===== src/hw/rtl/hpc_pkg.sv =====
// Package for the half precision converter: op codes and conversion functions.
// No dependencies.
package hpc_pkg;

  localparam int OpW = 2;
  localparam int DataW = 64;

  localparam logic [OpW-1:0] OP_S2H = 2'd0;
  localparam logic [OpW-1:0] OP_D2H = 2'd1;
  localparam logic [OpW-1:0] OP_H2S = 2'd2;
  localparam logic [OpW-1:0] OP_H2D = 2'd3;

  localparam logic [15:0] HALF_INF   = 16'h7C00;
  localparam logic [15:0] HALF_NAN   = 16'hFE00;
  localparam logic [31:0] SGL_NAN    = 32'hFFC00000;
  localparam logic [31:0] DBL_NAN_HI = 32'hFFF80000;

  // single (dbl=0) or double upper word (dbl=1) to half
  function automatic logic [15:0] narrow(input logic [31:0] x, input logic dbl);
    logic [15:0] sgn;
    logic [10:0] e;
    logic        emax;
    logic [22:0] m;
    logic [23:0] full;
    logic signed [12:0] he;
    logic [5:0]  sh;
    logic [5:0]  mb;
    logic [15:0] hm;
    logic        rb;
    sgn = {x[31], 15'd0};
    if (dbl) begin
      e = x[30:20];
      emax = &x[30:20];
      m = {3'd0, x[19:0]};
      mb = 6'd20;
      he = $signed({2'b00, e}) - 13'sd1008;
    end else begin
      e = {3'd0, x[30:23]};
      emax = &x[30:23];
      m = x[22:0];
      mb = 6'd23;
      he = $signed({2'b00, e}) - 13'sd112;
    end
    full = dbl ? {3'd0, 1'b1, x[19:0]} : {1'b1, x[22:0]};
    hm = 16'd0;
    rb = 1'b0;
    sh = 6'd0;
    if (e == 11'd0) begin
      narrow = sgn;
    end else if (emax) begin
      narrow = (m == 23'd0) ? (sgn | HALF_INF) : HALF_NAN;
    end else if (he >= 13'sd31) begin
      narrow = sgn | HALF_INF;
    end else if (he <= 13'sd0) begin
      // he is at least -1008 here only for doubles; clamp large shifts
      if (he < -13'sd20) begin
        narrow = sgn;
      end else begin
        sh = mb - 6'd9 + 6'(-he);
        if (sh > mb + 6'd1) begin
          narrow = sgn;
        end else begin
          hm = 16'(full >> sh);
          rb = full[5'(sh - 6'd1)];
          narrow = sgn | (hm + {15'd0, rb});
        end
      end
    end else begin
      if (dbl) begin
        hm = {1'b0, he[4:0], x[19:10]};
        rb = x[9];
      end else begin
        hm = {1'b0, he[4:0], x[22:13]};
        rb = x[12];
      end
      narrow = sgn | (hm + {15'd0, rb});
    end
  endfunction

  // half to single (dbl=0) or double upper word (dbl=1)
  function automatic logic [31:0] widen(input logic [15:0] h, input logic dbl);
    logic [31:0] sgn;
    logic [4:0]  he;
    logic [9:0]  hm;
    logic [3:0]  lz;
    logic [9:0]  nm;
    logic [10:0] ex;
    sgn = {h[15], 31'd0};
    he = h[14:10];
    hm = h[9:0];
    lz = 4'd0;
    for (int i = 0; i <= 9; i++) begin
      if (hm[i]) lz = 4'(9 - i);
    end
    nm = hm << (lz + 4'd1);
    if (h[14:0] == 15'd0) begin
      widen = sgn;
    end else if (he == 5'd31) begin
      if (hm != 10'd0) widen = dbl ? DBL_NAN_HI : SGL_NAN;
      else widen = dbl ? (sgn | 32'h7FF00000) : (sgn | 32'h7F800000);
    end else if (he == 5'd0) begin
      ex = (dbl ? 11'd1008 : 11'd112) - {7'd0, lz};
      widen = dbl ? (sgn | {1'b0, ex, nm, 10'd0}) : (sgn | {1'b0, ex[7:0], nm, 13'd0});
    end else begin
      ex = (dbl ? 11'd1008 : 11'd112) + {6'd0, he};
      widen = dbl ? (sgn | {1'b0, ex, hm, 10'd0}) : (sgn | {1'b0, ex[7:0], hm, 13'd0});
    end
  endfunction

endpackage


===== src/hw/rtl/half_precision_converter.sv =====
// Top level of the half precision converter.
// Depends on hpc_pkg for op codes and the conversion functions.
//
// channel  ports                               handshake
// input    in_op, in_operand_bits, in_last_in  start & !busy
// result   out_result_bits, out_last_out       out_valid, one cycle
//
// One item per cycle; start passes through the input register, then the conversion
// logic feeds the result register that drives out_valid.
// busy is always low: the pipeline never stalls and the receiver cannot.
// Synchronous active-low reset clears the valid flags only.
module half_precision_converter (
  input  logic                      clk,
  input  logic                      rst_n,
  input  logic                      start,
  output logic                      busy,
  input  logic [hpc_pkg::OpW-1:0]   in_op,
  input  logic [hpc_pkg::DataW-1:0] in_operand_bits,
  input  logic                      in_last_in,
  output logic                      out_valid,
  output logic [hpc_pkg::DataW-1:0] out_result_bits,
  output logic                      out_last_out
);
  import hpc_pkg::*;

  logic          s1_vld_r;
  logic [OpW-1:0] s1_op_r;
  logic [DataW-1:0] s1_bits_r;
  logic          s1_last_r;
  logic [DataW-1:0] res_nxt;
  logic [DataW-1:0] res_r;
  logic          vld_r;
  logic          last_r;

  assign busy = 1'b0;

  always_ff @(posedge clk) begin
    if (!rst_n) begin
      s1_vld_r <= 1'b0;
      vld_r    <= 1'b0;
    end else begin
      s1_vld_r <= start;
      vld_r    <= s1_vld_r;
    end
  end

  // payload beats, no reset needed
  always_ff @(posedge clk) begin
    s1_op_r   <= in_op;
    s1_bits_r <= in_operand_bits;
    s1_last_r <= in_last_in;
    res_r     <= res_nxt;
    last_r    <= s1_last_r;
  end

  always_comb begin
    case (s1_op_r)
      OP_S2H:  res_nxt = DataW'(narrow(s1_bits_r[31:0], 1'b0));
      OP_D2H:  res_nxt = DataW'(narrow(s1_bits_r[63:32], 1'b1));
      OP_H2S:  res_nxt = DataW'(widen(s1_bits_r[15:0], 1'b0));
      default: res_nxt = {widen(s1_bits_r[15:0], 1'b1), 32'd0};
    endcase
  end

  assign out_valid       = vld_r;
  assign out_result_bits = res_r;
  assign out_last_out    = last_r;

  a_lat: assert property (@(posedge clk) disable iff (!rst_n)
    start |=> ##1 out_valid) else $error("result lost");
  a_nov: assert property (@(posedge clk) disable iff (!rst_n)
    !start |=> ##1 !out_valid) else $error("spurious result");
  a_last: assert property (@(posedge clk) disable iff (!rst_n)
    start |=> ##1 (out_last_out == $past(in_last_in, 2))) else $error("last mismatch");
endmodule


===== config.mk =====
export PLATFORM = sky130hd
export DESIGN_NAME = half_precision_converter
export DESIGN_NICKNAME = d
export VERILOG_FILES = /design/src/hw/rtl/hpc_pkg.sv /design/src/hw/rtl/half_precision_converter.sv
export SDC_FILE = /design/constraint.sdc
export NUM_CORES = 1
export LEC_CHECK = 0
export BUFFER_PORTS_ARGS = -buffer_cell sky130_fd_sc_hd__buf_2
export CAP_MARGIN = 10
export CELL_PAD_IN_SITES_DETAIL_PLACEMENT = 0
export CELL_PAD_IN_SITES_GLOBAL_PLACEMENT = 1
export CORE_ASPECT_RATIO = 0.8
export CORE_MARGIN = 1.5
export CORE_UTILIZATION = 48
export DETAILED_ROUTE_END_ITERATION = 7
export PLACE_DENSITY_LB_ADDON = 0.25
export SLEW_MARGIN = 20
export SYNTH_ARGS = -nofsm -noshare
export SYNTH_HDL_FRONTEND = slang
export SYNTH_SLANG_ARGS = --single-unit
export TNS_END_PERCENT = 5

===== constraint.sdc =====
create_clock -name clk -period 8.65 [get_ports clk]
set_input_delay 2.1625 -clock clk [delete_from_list [all_inputs] [get_ports clk]]
set_output_delay 2.1625 -clock clk [all_outputs]
set_load 0.05 [all_outputs]

==> flow_summary.ini, run 1 <==
[final_layout]
drive_gt1_share_pct = 21.45
fillers = 1790
areaGrowthSynthToFinish_pct = 12.94
diodes = 0
multi_input_area_um2 = 6262
fin_nets = 1230
ff_latch_area_um2 = 2384

[sta]
finalHoldViolations = 0
maxSlewViolCount = 0
period_share_pct = 59.82
slew_headroom_pct = 24.73
setup_violations = 0
worst_pin_slew_ns = 1.129
finalCriticalPeriod_ns = 5.174
max_freq_ghz = 0.1933
tns_ns = 0
fin_skew_ns = 0.01091
grt_setup_unrepaired = no

[routing]
ant_nets = 0
drt-total-wl_um = 28420
drt_iter0_drc = 1154
vias = 8664
drc = 0
vias_per_cell = 6.189
dr.pass1.iters = 5
wl_per_cell_um = 20.30

[clock_network]
clkSinkCount = 119
clock_latency_ns = 0.43
htree_num_levels = 4
cts_tree = done
cts_made_buffers = 17
cts_hold_buf = 0
cts_root_buf = clkbuf_16
path_clk_slew_ns = 0.06
post_cts_buffers = 0
cts_buffer_depth = 2
cts_resized = 0

[yosys]
yosys.cell_count.top_type = dfxtp_1
synth_edf_count = 0
netlist_area_um2 = 9208
synth_seq_area_share_pct = 25.87
yosysUniqueCellTypes = 92
syn_avg_cell_area_um2 = 8.695
ys_async_sr_fraction_pct = 0
yosys_warnings = 0
synthTopCellsByArea = dfxtp_1, mux4_2, mux2i_1
synth_top_cell_area_share_pct = 25.87
ys_ff_latch = 119
yosys.area.top_type = dfxtp_1
synth_flop_cell = dfxtp_1
synth_cells = 1059
synth_common_cells = dfxtp_1, nand2_1, nor2_1

[placed_design]
gp_congestion = 0.9808
dp_hpwl_um = 21080
io_buffers = 125

[floorplanning]
num_rows = 45
core_area_um2 = 18860
die_w_um = 157.9
die-area_um2 = 20030
ios = 137
chipHeight_um = 126.9
initial_core_util_pct = 48.82

[worst_setup_path]
end_kind = flip-flop
worstPathMaxFanout = 46
required_ns = 8.95
worstPathArrival_ns = 5.48
reg2reg_slack_ns = 3.48
crit_type = reg2reg
start_kind = flip-flop

[global_routing]
first_global_vias = 7604
grt_max_degree = 47
gr-usage-all-layers_pct = 28.60
grt_first_pass_wirelength_um = 43830
antenna_found_initial = 0
overflow = 0

[worst_hold_path]
hold_class = reg2reg

[power_and_ir_drop]
peakVddDrop_uv = 93.07
p_total_uw = 1876
p_leak_uw = 0.004272
power_density_nw_per_um2 = 180.4

[outcome]
status = completed

[job]
drv_cap = 0
[per-layer routing]
layer	wire, um	vias to the layer above	GRT usage [%]	share of wire [%]
met5	0	-	0	0
met4	284	0	6.049	1.0
met3	3400	27	7.619	12
met2	11050	496	37.72	39
met1	13680	4114	45.34	48
li1	-	4027	-	-
[per-stage QoR]
step	std cells	area, um^2	hold WS (ns)	util [%]	setup WS, ns
after floorplan	1069	9245	0.3096	-	4.189
after global placement	1368	9777	0.3147	51.83	3.644
after detailed placement	1368	9777	0.3154	51.83	3.567
after CTS	1400	10390	0.3353	55.10	3.537
after global routing	1400	10400	0.3518	55.13	3.102
final	1400	10400	0.3336	55.13	3.476
[area by class of cell]
class	instances	share of cell area [%]
clock buffers	17	4.091
inverters	28	1.011
flip-flops and latches	119	22.92
well taps	258	3.104
multi-input cells	827	60.22
repair buffers	136	6.810
clock inverters	15	1.841
[placed cells by master (no fill, tap or decap), types with 19 or more instances in the layout]
master	instances
a21oi_1	41
mux2i_1	61
xnor2_1	40
nor2b_1	23
inv_1	27
dfxtp_1	118
mux4_2	40
nand4_1	19
xor2_1	25
nand3_1	37
ha_1	30
nand2_1	99
buf_2	125
nor2_1	79
o21ai_0	46
nor3_1	22
nor4_1	20
[logic make-up (layout without fill, tap and decap cells)]
| group | after synthesis | in the layout | share of synthesized area, % |
|---|---|---|---|
| DFF | 119 | 119 | 25.87 |
| xor gates and xnor gates | 68 | 68 | 6.835 |
| AOI/OAI and AO/OA | 219 | 219 | 16.29 |
| other | 1 | 11 | 0.04073 |
| muxes | 116 | 116 | 18.41 |
| buffers and inverters | 123 | 196 | 6.604 |
| adders and majority gates | 32 | 32 | 4.321 |
| and+or+nand+nor | 381 | 381 | 21.62 |
[final timing paths]
| path | cells past startpoint | startpoint | to |
|---|---|---|---|
| setup / recovery | 13 | s1_bits_r[23]$_DFF_P_ | out_result_bits[10]$_DFF_P_ |
| hold / removal | 0 | s1_last_r$_DFF_P_ | out_last_out$_DFF_P_ |
| setup reg to reg | 13 | s1_bits_r[23]$_DFF_P_ | out_result_bits[10]$_DFF_P_ |
| hold reg to reg | 0 | s1_last_r$_DFF_P_ | out_last_out$_DFF_P_ |
[registers in the layout, summed over array words and instances (netlist names)]
register         cells
s1_last_r            1
s1_vld_r             1
out_last_out         1
s1_op_r              2
s1_bits_r           64
out_valid            1
out_result_bits     49
[power by group]
part,switching (uW),internal [uW],total (uW)
sequential,54.3,578,633
clock,298,461,759
combinational,296,189,485
total,648,1230,1880
[critical path, cell delays in order (launching register included)]
cell	delay, ns
dfxtp_1	0.84
inv_1	0.53
ha_2	1.19
mux4_2	0.37
nand2_1	0.06
a2111oi_0	0.74
a311oi_1	0.13
inv_1	0.10
ha_1	0.15
and3_1	0.27
nand2_1	0.14
nor3_1	0.23
xor2_1	0.18
o21ai_0	0.10
No activity file was read; power rests on OpenSTA's default activity.
==> run 2, diff against run 1 <==
CORE_UTILIZATION = 44   (was 48)
clock period = 5.2 ns   (was 8.65 ns; I/O delays follow)
==> flow_summary.ini, run 2 (synthesis gave the netlist of run 1 again) <==
[outcome]
status = completed

[worst_setup_path]
critPathSlowestCell = xor2_4
required_ns = 5.51
r2r-end = out_result_bits[14]$_DFF_P_
path_buf_inv = 0
worstPathArrival_ns = 4.54
end_kind = flip-flop
reg2reg_slack_ns = 0.98
reg2regPathDepth = 14
start_kind = flip-flop
rr_startpoint = s1_bits_r[23]$_DFF_P_
crit_type = reg2reg
critical_path.max_stage_delay_ns = 0.60
worstPathMaxFanout = 19
path_cells = ha_1, xor2_4, nand3_1, xnor2_1, mux4_2, nand2_1, o31ai_1, ha_1, ha_1, and3_1, nand4_1, xnor2_1, nor2_1, a211o_1
critPathTopFamily = XOR/XNOR gates
crit_path_frequent_cell = ha_1

[power_and_ir_drop]
p_clk_share_pct = 39.8
power_density_nw_per_um2 = 296.7
combPwrFrac_pct = 26.4
peakVddDrop_uv = 206.0
p_sw_share_pct = 33.82
p_seq_share_pct = 33.7
p_leak_uw = 0.004315
p_int_uw = 2055
power.net_switching_uw = 1050

[final_layout]
layout.cells.non_filler = 1419
largest_reg_flops = 64
layout_commonest_cell = buf_2
drive_gt1_share_pct = 21.83
top_register = s1_bits_r
mostFrequentLayoutCells = buf_2, dfxtp_1, nand2_1, nor2_1, mux2i_1
areaGrowthSynthToFinish_pct = 13.64
final_cell_area_um2 = 10460
fin_nets = 1238
fillers = 1967
diodes = 0

[routing]
vias = 8576
dr.pass1.iters = 5
ant_nets = 0
wl_per_cell_um = 20.35
vias_per_cell = 6.044
drc = 0
drt_iter0_drc = 1225
drt-total-wl_um = 28870

[floorplanning]
chipHeight_um = 132.4
ios = 137
die-area_um2 = 21810
initial_core_util_pct = 44.74
die_w_um = 164.7
num_rows = 47
core_area_um2 = 20580

[clock_network]
cts_hold_buf = 0
cts_root_buf = clkbuf_16
cts_buffer_depth = 2
htree_num_levels = 4
clkSinkCount = 119
path_clk_slew_ns = 0.06
cts_made_buffers = 17
cts_tree = done
clock_latency_ns = 0.43
post_cts_buffers = 0
cts_resized = 0

[sta]
slew_headroom_pct = 29.30
finalHoldViolations = 0
maxSlewViolCount = 0
finalCriticalPeriod_ns = 4.222
period_share_pct = 81.19
grt_setup_unrepaired = no
tns_ns = 0
setup_violations = 0
fin_skew_ns = 0.009246
max_freq_ghz = 0.2369
worst_pin_slew_ns = 1.052

[placed_design]
gp_congestion = 0.9158
io_buffers = 125
dp_hpwl_um = 21900
place_area_um2 = 9851
dp.cells = 1387

[global_routing]
overflow = 0
antenna_found_initial = 0
first_global_vias = 7843
grt_first_pass_wirelength_um = 44640
grt_max_degree = 41
gr-usage-all-layers_pct = 26.68

[job]
drv_cap = 0

[worst_hold_path]
min_path_cells = 0
hold_class = reg2reg
hold_start = s1_last_r$_DFF_P_
min_to = out_last_out$_DFF_P_
==> run 2: worst max path at each step <==
| stage | startpoint | endpoint | slack [ns] | depth (start not counted) |
|---|---|---|---|---|
| floorplan | s1_bits_r[54]$_DFF_P_ | out_result_bits[15]$_DFF_P_ | 0.74 | 17 |
| global placement | s1_bits_r[56]$_DFF_P_ | out_result_bits[14]$_DFF_P_ | 1.03 | 11 |
| detailed placement | s1_bits_r[23]$_DFF_P_ | out_result_bits[14]$_DFF_P_ | 1.01 | 14 |
| CTS | s1_bits_r[23]$_DFF_P_ | out_result_bits[14]$_DFF_P_ | 1.0 | 14 |
| global route | s1_bits_r[23]$_DFF_P_ | out_result_bits[9]$_DFF_P_ | 0.70 | 13 |
| finish | s1_bits_r[23]$_DFF_P_ | out_result_bits[14]$_DFF_P_ | 0.98 | 14 |
==> run 2: layout make-up <==
class / instances / area [um^2] / share of cell area, %
Multi-Input combinational cell: 827 / 6257 / 59.80
Sequential cell: 119 / 2384 / 22.78
Timing Repair Buffer: 144 / 768.2 / 7.342
Clock buffer: 19 / 442.9 / 4.233
Tap cell: 269 / 336.6 / 3.217
Clock inverter: 13 / 170.2 / 1.626
Inverter: 28 / 105.1 / 1.004
==> run 2: power by group through the flow <==
| stage | Sequential, uW | Combinational, uW | Clock, uW |
|---|---|---|---|
| 6_report | 1050 | 821 | 1240 |
| 5_1_grt | 1050 | 879 | 1300 |
| 4_1_cts | 1040 | 808 | 1260 |
| 3_5_place_dp | 1060 | 803 | 0 |
| 3_3_place_gp | 1060 | 806 | 0 |
| 2_1_floorplan | 1080 | 578 | 0 |
==> run 2: metrics by stage <==
stage          hold slack [ns]  total power, uW  setup slack (ns)  utilization, %
2_1_floorplan           0.3096             1661            0.7390               -
3_3_place_gp            0.3135             1870             1.033           47.86
3_5_place_dp            0.3284             1867             1.015           47.86
4_1_cts                 0.3273             3109            0.9969           50.84
5_1_grt                 0.3293             3230            0.6975           50.84
6_report                0.3227             3105            0.9783           50.84
==> run 2: per-layer routing <==
layer,global-route usage [%],share of wire [%],vias up
li1,-,-,4049
met3,6.826,10,41
met4,6.757,1.6,0
met1,42.42,50,4006
met5,0,0,-
met2,34.78,38,480
